[src/design/lcas_pkg.sv]
`timescale 1ns / 1ps

package lcas_pkg;

    // Width of each size register on the configuration port.
    localparam int unsigned CFG_W = 10;

    // Register index codes on the configuration port.
    typedef enum logic [1:0] {
        CFG_COLS = 2'd0,
        CFG_ROWS = 2'd1
    } t_cfg_idx;

    // Depth of the queue between the front and back parts.
    localparam int unsigned QUEUE_DEPTH = 4;
    localparam int unsigned QPTR_W      = $clog2(QUEUE_DEPTH);
    localparam int unsigned QCNT_W      = $clog2(QUEUE_DEPTH + 1);

    // Bit of the 3x3 neighborhood that holds the center cell.
    localparam int unsigned CENTER_BIT = 4;

    // Neighbor counts of the B3/S23 rule.
    localparam logic [3:0] BIRTH_COUNT   = 4'd3;
    localparam logic [3:0] SURVIVE_COUNT = 4'd2;

    // One interior cell as classified by the front part.
    // Bits 0..2: column two back, bits 3..5: column one back,
    // bits 6..8: current column, each as top, middle, bottom.
    typedef struct packed {
        logic [8:0] cells;
        logic       last;
    } t_nbhd;

    // Queue status seen by the top level.
    typedef struct packed {
        logic              full;
        logic              empty;
        logic [QCNT_W-1:0] count;
    } t_q_status;

endpackage

[src/design/lcas_ram.sv]
`timescale 1ns / 1ps

module lcas_ram #(
    parameter int unsigned WIDTH = 2,
    parameter int unsigned DEPTH = 514
) (
    input  logic                     i_clk,
    input  logic                     i_we,
    input  logic [$clog2(DEPTH)-1:0] i_wr_addr,
    input  logic [WIDTH-1:0]         i_wr_data,
    input  logic [$clog2(DEPTH)-1:0] i_rd_addr,
    output logic [WIDTH-1:0]         o_rd_data
);

    logic [WIDTH-1:0] r_mem [DEPTH];
    logic [WIDTH-1:0] r_rd_data;

    // One write port and one registered read port.
    always_ff @(posedge i_clk) begin
        if (i_we) begin
            r_mem[i_wr_addr] <= i_wr_data;
        end
        r_rd_data <= r_mem[i_rd_addr];
    end

    assign o_rd_data = r_rd_data;

endmodule

[src/design/lcas_front.sv]
`timescale 1ns / 1ps

module lcas_front #(
    parameter int unsigned COLS_LIMIT = 512,
    parameter int unsigned MAX_ROWS   = 512
) (
    input  logic                    i_clk,
    input  logic                    i_rst_n,
    input  logic                    i_restart,
    input  logic [lcas_pkg::CFG_W-1:0] i_cols,
    input  logic [lcas_pkg::CFG_W-1:0] i_rows,
    input  logic                    i_cell_valid,
    input  logic                    i_cell_alive,
    output logic                    o_cell_stall,
    input  logic                    i_q_full,
    output logic                    o_push,
    output lcas_pkg::t_nbhd         o_nbhd
);

    import lcas_pkg::*;

    localparam int unsigned STORE_DEPTH = COLS_LIMIT + 2;
    localparam int unsigned COL_W       = $clog2(COLS_LIMIT + 2);
    localparam int unsigned ROW_W       = $clog2(MAX_ROWS + 2);

    logic [31:0]      cols_eff;
    logic [31:0]      rows_eff;
    logic [COL_W-1:0] col_last;
    logic [ROW_W-1:0] row_last;

    logic [COL_W-1:0] r_col;
    logic [COL_W-1:0] n_col;
    logic [ROW_W-1:0] r_row;
    logic [ROW_W-1:0] n_row;
    logic [5:0]       r_win;
    logic [5:0]       n_win;

    logic             accept;
    logic [1:0]       store_rd;
    logic [1:0]       store_wr;
    logic [2:0]       column;

    // Effective tile size: the register clamped to one up to the maximum.
    always_comb begin
        cols_eff = 32'(i_cols);
        if (cols_eff < 32'd1) begin
            cols_eff = 32'd1;
        end else if (cols_eff > 32'(COLS_LIMIT)) begin
            cols_eff = 32'(COLS_LIMIT);
        end
        rows_eff = 32'(i_rows);
        if (rows_eff < 32'd1) begin
            rows_eff = 32'd1;
        end else if (rows_eff > 32'(MAX_ROWS)) begin
            rows_eff = 32'(MAX_ROWS);
        end
    end

    // Index of the last padded column and row.
    assign col_last = COL_W'(cols_eff + 32'd1);
    assign row_last = ROW_W'(rows_eff + 32'd1);

    assign o_cell_stall = i_q_full;
    assign accept       = i_cell_valid && !i_q_full;

    // Both line stores share one address, so they sit in one two-bit wide RAM:
    // bit 1 holds the row two above, bit 0 the row one above.
    assign column   = {i_cell_alive, store_rd[0], store_rd[1]};
    assign store_wr = {store_rd[0], i_cell_alive};

    // The read address runs one step ahead so the registered read data
    // belongs to the column of the next item.
    lcas_ram #(
        .WIDTH(2),
        .DEPTH(STORE_DEPTH)
    ) u_line_store (
        .i_clk    (i_clk),
        .i_we     (accept),
        .i_wr_addr(r_col),
        .i_wr_data(store_wr),
        .i_rd_addr(n_col),
        .o_rd_data(store_rd)
    );

    // Position counters and window update.
    always_comb begin
        n_col = r_col;
        n_row = r_row;
        n_win = r_win;
        if (i_restart) begin
            n_col = '0;
            n_row = '0;
            n_win = '0;
        end else if (accept) begin
            n_win = {column, r_win[5:3]};
            if (r_col == col_last) begin
                n_col = '0;
                n_row = (r_row == row_last) ? '0 : r_row + ROW_W'(1);
            end else begin
                n_col = r_col + COL_W'(1);
            end
        end
    end

    always_ff @(posedge i_clk) begin
        if (!i_rst_n) begin
            r_col <= '0;
            r_row <= '0;
            r_win <= '0;
        end else begin
            r_col <= n_col;
            r_row <= n_row;
            r_win <= n_win;
        end
    end

    // Only interior cells with a full neighborhood go to the back part.
    assign o_push       = accept && (r_row >= ROW_W'(2)) && (r_col >= COL_W'(2));
    assign o_nbhd.cells = {column, r_win};
    assign o_nbhd.last  = (r_row == row_last) && (r_col == col_last);

endmodule

[src/design/lcas_queue.sv]
`timescale 1ns / 1ps

module lcas_queue (
    input  logic                  i_clk,
    input  logic                  i_rst_n,
    input  logic                  i_push,
    input  lcas_pkg::t_nbhd       i_data,
    input  logic                  i_pop,
    output lcas_pkg::t_nbhd       o_data,
    output lcas_pkg::t_q_status   o_status
);

    import lcas_pkg::*;

    t_nbhd             r_slot [QUEUE_DEPTH];
    logic [QPTR_W-1:0] r_wr_ptr;
    logic [QPTR_W-1:0] r_rd_ptr;
    logic [QCNT_W-1:0] r_count;
    logic [QCNT_W-1:0] n_count;

    // Entry storage needs no reset.
    always_ff @(posedge i_clk) begin
        if (i_push) begin
            r_slot[r_wr_ptr] <= i_data;
        end
    end

    always_comb begin
        n_count = r_count;
        if (i_push && !i_pop) begin
            n_count = r_count + QCNT_W'(1);
        end else if (!i_push && i_pop) begin
            n_count = r_count - QCNT_W'(1);
        end
    end

    // Pointers and fill count.
    always_ff @(posedge i_clk) begin
        if (!i_rst_n) begin
            r_wr_ptr <= '0;
            r_rd_ptr <= '0;
            r_count  <= '0;
        end else begin
            if (i_push) begin
                r_wr_ptr <= r_wr_ptr + QPTR_W'(1);
            end
            if (i_pop) begin
                r_rd_ptr <= r_rd_ptr + QPTR_W'(1);
            end
            r_count <= n_count;
        end
    end

    assign o_data         = r_slot[r_rd_ptr];
    assign o_status.full  = (r_count == QCNT_W'(QUEUE_DEPTH));
    assign o_status.empty = (r_count == '0);
    assign o_status.count = r_count;

endmodule

[src/design/lcas_back.sv]
`timescale 1ns / 1ps

module lcas_back (
    input  logic            i_clk,
    input  logic            i_rst_n,
    input  logic            i_empty,
    input  lcas_pkg::t_nbhd i_nbhd,
    output logic            o_pop,
    output logic            o_res_valid,
    input  logic            i_res_stall,
    output logic            o_next_alive,
    output logic            o_tile_last
);

    import lcas_pkg::*;

    logic       r_valid;
    logic       r_next_alive;
    logic       r_tile_last;
    logic       load;
    logic [3:0] count;
    logic       center;
    logic       next_alive;

    // Count the eight neighbors around the center cell.
    always_comb begin
        count = '0;
        for (int i = 0; i < 9; i++) begin
            if (i != CENTER_BIT) begin
                count = count + 4'(i_nbhd.cells[i]);
            end
        end
    end

    // B3/S23 rule.
    assign center     = i_nbhd.cells[CENTER_BIT];
    assign next_alive = (count == BIRTH_COUNT) || (center && (count == SURVIVE_COUNT));

    // The output register takes a new result whenever it is free or being taken.
    assign load  = !r_valid || !i_res_stall;
    assign o_pop = load && !i_empty;

    always_ff @(posedge i_clk) begin
        if (!i_rst_n) begin
            r_valid <= 1'b0;
        end else if (load) begin
            r_valid <= !i_empty;
        end
    end

    always_ff @(posedge i_clk) begin
        if (o_pop) begin
            r_next_alive <= next_alive;
            r_tile_last  <= i_nbhd.last;
        end
    end

    assign o_res_valid  = r_valid;
    assign o_next_alive = r_next_alive;
    assign o_tile_last  = r_tile_last;

endmodule

[src/design/life_cell_automaton_stencil.sv]
`timescale 1ns / 1ps

// Channel    Valid          Stall          Payload
// cell in    i_cell_valid   o_cell_stall   i_cell_alive
// result     o_res_valid    i_res_stall    o_next_alive, o_tile_last
// config     i_cfg_we       (none)         i_cfg_index, i_cfg_data
//
// One cell item is taken every cycle while the queue is not full; a result for the item
// that completes its 3x3 neighborhood passes through the queue entry and then the
// output register. The line store read runs one column ahead and adds no delay.
// Reset (synchronous, active low) sets both sizes to 320 and starts a new tile;
// line store contents are not cleared and need no clearing pass.
// A stalled result backs up into a four-entry queue; cells stall only when it is full.

module life_cell_automaton_stencil #(
    parameter int unsigned COLS_LIMIT = 512,
    parameter int unsigned MAX_ROWS   = 512
) (
    input  logic                       i_clk,
    input  logic                       i_rst_n,
    input  logic                       i_cfg_we,
    input  logic [1:0]                 i_cfg_index,
    input  logic [lcas_pkg::CFG_W-1:0] i_cfg_data,
    input  logic                       i_cell_valid,
    output logic                       o_cell_stall,
    input  logic                       i_cell_alive,
    output logic                       o_res_valid,
    input  logic                       i_res_stall,
    output logic                       o_next_alive,
    output logic                       o_tile_last
);

    import lcas_pkg::*;

    logic [CFG_W-1:0] r_cols;
    logic [CFG_W-1:0] r_rows;
    logic             restart;
    logic             push;
    logic             pop;
    t_nbhd            push_nbhd;
    t_nbhd            head_nbhd;
    t_q_status        q_status;

    // Size registers; a write to either restarts the tile.
    always_ff @(posedge i_clk) begin
        if (!i_rst_n) begin
            r_cols <= CFG_W'(320);
            r_rows <= CFG_W'(320);
        end else if (i_cfg_we) begin
            unique case (t_cfg_idx'(i_cfg_index))
                CFG_COLS: r_cols <= i_cfg_data;
                CFG_ROWS: r_rows <= i_cfg_data;
                default: ;
            endcase
        end
    end

    assign restart = i_cfg_we &&
        ((t_cfg_idx'(i_cfg_index) == CFG_COLS) || (t_cfg_idx'(i_cfg_index) == CFG_ROWS));

    lcas_front #(
        .COLS_LIMIT(COLS_LIMIT),
        .MAX_ROWS  (MAX_ROWS)
    ) u_front (
        .i_clk       (i_clk),
        .i_rst_n     (i_rst_n),
        .i_restart   (restart),
        .i_cols      (r_cols),
        .i_rows      (r_rows),
        .i_cell_valid(i_cell_valid),
        .i_cell_alive(i_cell_alive),
        .o_cell_stall(o_cell_stall),
        .i_q_full    (q_status.full),
        .o_push      (push),
        .o_nbhd      (push_nbhd)
    );

    lcas_queue u_queue (
        .i_clk   (i_clk),
        .i_rst_n (i_rst_n),
        .i_push  (push),
        .i_data  (push_nbhd),
        .i_pop   (pop),
        .o_data  (head_nbhd),
        .o_status(q_status)
    );

    lcas_back u_back (
        .i_clk       (i_clk),
        .i_rst_n     (i_rst_n),
        .i_empty     (q_status.empty),
        .i_nbhd      (head_nbhd),
        .o_pop       (pop),
        .o_res_valid (o_res_valid),
        .i_res_stall (i_res_stall),
        .o_next_alive(o_next_alive),
        .o_tile_last (o_tile_last)
    );

    // The queue never takes an item while full.
    a_no_overflow: assert property (@(posedge i_clk) disable iff (!i_rst_n)
        push |-> !q_status.full)
        else $error("queue push while full");

    // The back part never pops an empty queue.
    a_no_underflow: assert property (@(posedge i_clk) disable iff (!i_rst_n)
        q_status.empty |-> !pop)
        else $error("queue pop while empty");

    // A new result appears only after the queue held an entry.
    a_result_source: assert property (@(posedge i_clk) disable iff (!i_rst_n)
        $rose(o_res_valid) |-> $past(!q_status.empty))
        else $error("result without queued neighborhood");

    // Input stall is raised whenever the queue is full.
    a_stall_full: assert property (@(posedge i_clk) disable iff (!i_rst_n)
        (q_status.count == QCNT_W'(QUEUE_DEPTH)) |-> o_cell_stall)
        else $error("cell taken while queue full");

endmodule

[config.mk]
export PLATFORM = sky130hd
export DESIGN_NAME = life_cell_automaton_stencil
export DESIGN_NICKNAME = d
export VERILOG_FILES = /design/src/design/lcas_pkg.sv /design/src/design/lcas_ram.sv /design/src/design/lcas_front.sv /design/src/design/lcas_queue.sv /design/src/design/lcas_back.sv /design/src/design/life_cell_automaton_stencil.sv
export SDC_FILE = /design/constraint.sdc
export NUM_CORES = 2
export LEC_CHECK = 0
export ABC_AREA = 1
export BUFFER_PORTS_ARGS = -buffer_cell sky130_fd_sc_hd__buf_2
export CAP_MARGIN = 20
export CORE_UTILIZATION = 45
export DETAILED_ROUTE_END_ITERATION = 10
export HOLD_SLACK_MARGIN = 0.08
export PLACE_DENSITY = 0.71
export SYNTH_ARGS = -nofsm -noshare
export SYNTH_HDL_FRONTEND = slang
export SYNTH_SLANG_ARGS = --single-unit
export TNS_END_PERCENT = 5
[constraint.sdc]
create_clock -name i_clk -period 14.3 [get_ports i_clk]
set_input_delay 2.145 -clock i_clk [delete_from_list [all_inputs] [get_ports i_clk]]
set_output_delay 2.145 -clock i_clk [all_outputs]
set_load 0.05 [all_outputs]
==> metrics list <==
- The flow ran to the end, and the final reports show no timing, DRC or antenna violations.
* Sum of routed wire length over all layers: 130 mm
- Count of unique library cells instantiated by Yosys: 39
- In the final layout, the share of cells above drive strength 1 is 5.52%.
- Buffers inserted during clock tree synthesis total 116.
* Crit share post-route: 53.7%
- Maximum achievable frequency: 0.130 GHz
- For the final routed database, the setup TNS stands at 0 ns.
- Of the synthesized area, sequential elements account for 65.1%.
- EDFF count, synth: 1070
* Clk slew on worst S/H paths: 0.06 ns
* Clk root buf: clkbuf_16
- The synthesized design contains 1128 register bits.
- Across the run, the number of max-cap violations was 0.
- Setup violations remaining at the end of the flow were counted as 0.
- Vias in the first global route: 34.5k
- Critical path peak fanout: 227
* Post-cts resize count: 0
- In this run the biggest area consumer among cell types represents 62.8% of the synthesized area.
* Met2 WL post-DR: 60.5 mm
- Row generation in the floorplan step produced 123 rows.
- Maximum number of pins on one net before global-route repair: 238
- Averaged over all synthesized cells, the footprint is 10.2 um^2.
* Via density per instance: 5.54
- The critical path starts at i_cell_valid.
- Cell type contributing the most total cell area after synthesis: edfxtp_1
- Level count of the clock H-tree: 3
- Final Slew Violations: 0
- Hold-fix buffer count after cts: 0
- First-iteration detailed-routing DRC count: 4386
- Origin of the critical flop-to-flop path: r_cols[7]
- 1st-pass router iterations: 8
* Met1 Wirelength: 51.5 mm
- Number of nets in the final layout: 4936
- The repair_antennas step left the layout with diodes totalling 0.
* Setup fix buffers added after clock tree synthesis: 0
- Initial cell density of the core: 45.4%
- The worst register-to-register path has a depth of 30.
- Yosys Warn Count: 0
* Rel. slew slack: 24.2%
- In this run the tool buffered the top-level ports with 21 buffer cells.
- Setup repair after global routing left no endpoint under its margin.
- Share of flip-flops with an asynchronous set or reset after synthesis: 0%
* Number of I/O pins: 22
- After detailed routing, the number of remaining DRC violations is 0.
- The highest metal layer carrying signal wires in the routed design is met5.
* Worst Skew: 0.0240 ns
- Detailed placement ended at an HPWL of 71.3 mm.
- In this run the vertical extent of the chip is 339 um.
- Die footprint: 115000 um^2
* Detail Route met3 WL: 13.3 mm
- No sink is reached through more buffers than the 3 on the longest clock path.
* Arrival time at the worst endpoint: 8.25 ns
- WL/cell: 19.9 um
* Cell area after technology mapping: 51100 um^2
- The most critical setup path has its endpoint at u_front.u_line_store.o_rd_data[1].
- The total overflow left after global routing is 0.
* Global-route wire length before repair: 198 mm
* Critical path class: input port to register
- STA classifies the critical path endpoint as a register.
* Global-route total usage across every layer: 22.1%
- TritonCTS clock tree: yes
- At the worst endpoint, the required time is 14.87 ns.
* Final Hold Violating Endpoints: 0
- Least-Margin Pin Slew: 1.14 ns
- Counting tap cells, the placed design contains a total of 6276 instances.
* GPL Wtd Cong: 0.920
- For the finished layout, the period the worst path requires is 7.69 ns.
- In the synthesized netlist the dominant register cell turns out to be edfxtp_1.
- Synthesized net count: 5059
- Worst-case register-to-register setup slack: 7.04 ns
* Gate count after technology mapping: 5020
* Final cell count without fillers: 6501
- Horizontal die dimension: 339 um
* Path type of the worst min-delay path: register to register
* Clk sink count: 1128
* Power per cell area: 147 nW/um^2
- Area added between synthesis and finish: 9.71%
- Across the VDD grid, the largest voltage drop is 0.145 mV.
- In this run the critical register-to-register path is captured at u_front.u_line_store.o_rd_data[1].
- Overall via count from detail_route: 36.0k
- Area of the core: 112000 um^2
- Clock latency on the worst-skew pair: 0.69 ns
- LEAKAGE: 21.0 nW
- Antenna violations before repair: 2
* Area contributors post-synth: edfxtp_1 (63%), nand3_1 (7.9%), nand2_1 (6.9%)
* Element type at the critical path start: input port
- The count of nets left with antenna violations once routing finished came out at 0.
## routing by layer
| layer | track usage (%) | vias up |
|---|---|---|
| met5 | 0.833 | - |
| met4 | 7.84 | 4 |
| met3 | 4.41 | 255 |
| met2 | 36.2 | 1736 |
| met1 | 29.2 | 17300 |
| li1 | - | 16700 |
## synthesized netlist by cell type (all sizes together) (10+ instances only)
cell type	n
a21oi	28
buf	177
clkbuf	155
dfxtp	58
edfxtp	1070
ha	16
inv	632
nand2	949
nand3	811
nand3b	168
nand4	10
nor2	630
nor3	17
o211ai	189
o21ai	50
xor2	19
## how the worst min path moves through the flow
stage | end | startpoint | cells after the start
final | u_queue.r_rd_ptr[1] | u_queue.r_rd_ptr[1] | 2
after global routing | u_queue.r_rd_ptr[1] | u_queue.r_rd_ptr[1] | 2
after CTS | u_queue.r_rd_ptr[1] | u_queue.r_rd_ptr[1] | 2
after detailed placement | u_queue.r_rd_ptr[1] | u_queue.r_rd_ptr[1] | 2
after global placement | u_queue.r_rd_ptr[1] | u_queue.r_rd_ptr[1] | 2
after floorplan | register | u_queue.r_rd_ptr[1] | 2
## metrics by stage
| step | cell area [um^2] | utilization, % | hold slack, ns | setup slack [ns] | power (W) |
|---|---|---|---|---|---|
| detailed placement | 52400 | 46.6 | 0.464 | 6.20 | 0.00538 |
| floorplan | 51100 | - | 0.436 | 6.19 | 0.00505 |
| CTS | 56000 | 49.8 | 0.475 | 6.91 | 0.00824 |
| global route | 56100 | 49.9 | 0.507 | 6.18 | 0.00852 |
| finish | 56100 | 49.9 | 0.474 | 6.61 | 0.00822 |
| global placement | 52200 | 46.4 | 0.462 | 6.32 | 0.00535 |
## sequential cells by signal, indices dropped and copies added (netlist names), named ones only
name / cells
u_back.o_next_alive: 1
u_queue.r_count: 3
r_cols: 10
u_front.u_line_store.r_mem: 1028
u_front.u_line_store.o_rd_data: 2
u_front.r_win: 6
u_front.r_row: 10
u_front.r_col: 10
u_queue.r_wr_ptr: 2
r_rows: 10
u_queue.r_slot: 40
u_queue.r_rd_ptr: 2
u_back.o_tile_last: 1
u_back.o_res_valid: 1
## cells in the final DEF, fill, tap and decap left out, types with 7 or more instances in the layout
cell type	n
edfxtp_1	1070
nand2_1	940
nand3_1	811
inv_1	627
nor2_1	627
o211ai_1	189
nand3b_1	168
clkbuf_16	120
dfxtp_1	57
buf_4	57
o21ai_0	49
clkinv_1	38
a21oi_1	27
clkinv_2	23
clkbuf_1	23
buf_2	20
xor2_1	19
nor3_1	17
ha_1	16
nand4_1	9
buf_16	7
## cells by family after synthesis
kind of cell    after synthesis  share of synthesized area (%)
fa+ha+maj                    21                          0.587
buf+inv                     968                           7.57
compound gates              285                           3.81
xor+xnor                     25                          0.455
simple gates               2593                           22.5
flops                      1128                           65.1
## worst max-delay path, cell delays in order
cell      delay, ns
buf_2          0.07
inv_1          0.03
nor2_1         0.13
buf_4          0.20
clkinv_1       0.42
o21ai_0        0.47
a21oi_4        0.09
nand2_8        0.66
buf_4          0.84
buf_12         0.69
buf_4          0.90
nand2_1        0.11
o211ai_1       0.12
nand3_1        0.13
nand3_1        0.15
nand3_1        0.13
nand3_1        0.12
nand3_1        0.09
nand3_1        0.11
nand3_1        0.07
nand3_1        0.08
nand2_1        0.06
## cell type report
type,count,area (um^2)
repair buffers,91,841
fillers,9797,56400
inverters,636,2400
clock inverters,72,485
clock buffers,150,3160
well taps,1500,1880
flip-flops and latches,1128,33300
multi-input cells,2924,14000
## report_power, final
part / switching (W) / internal, W / total, W
clock: 0.00125 / 0.00164 / 0.00289
sequential: 0.0000664 / 0.00384 / 0.00391
combinational: 0.00103 / 0.000390 / 0.00142
Note: power is estimated with default switching activity, not from simulation.
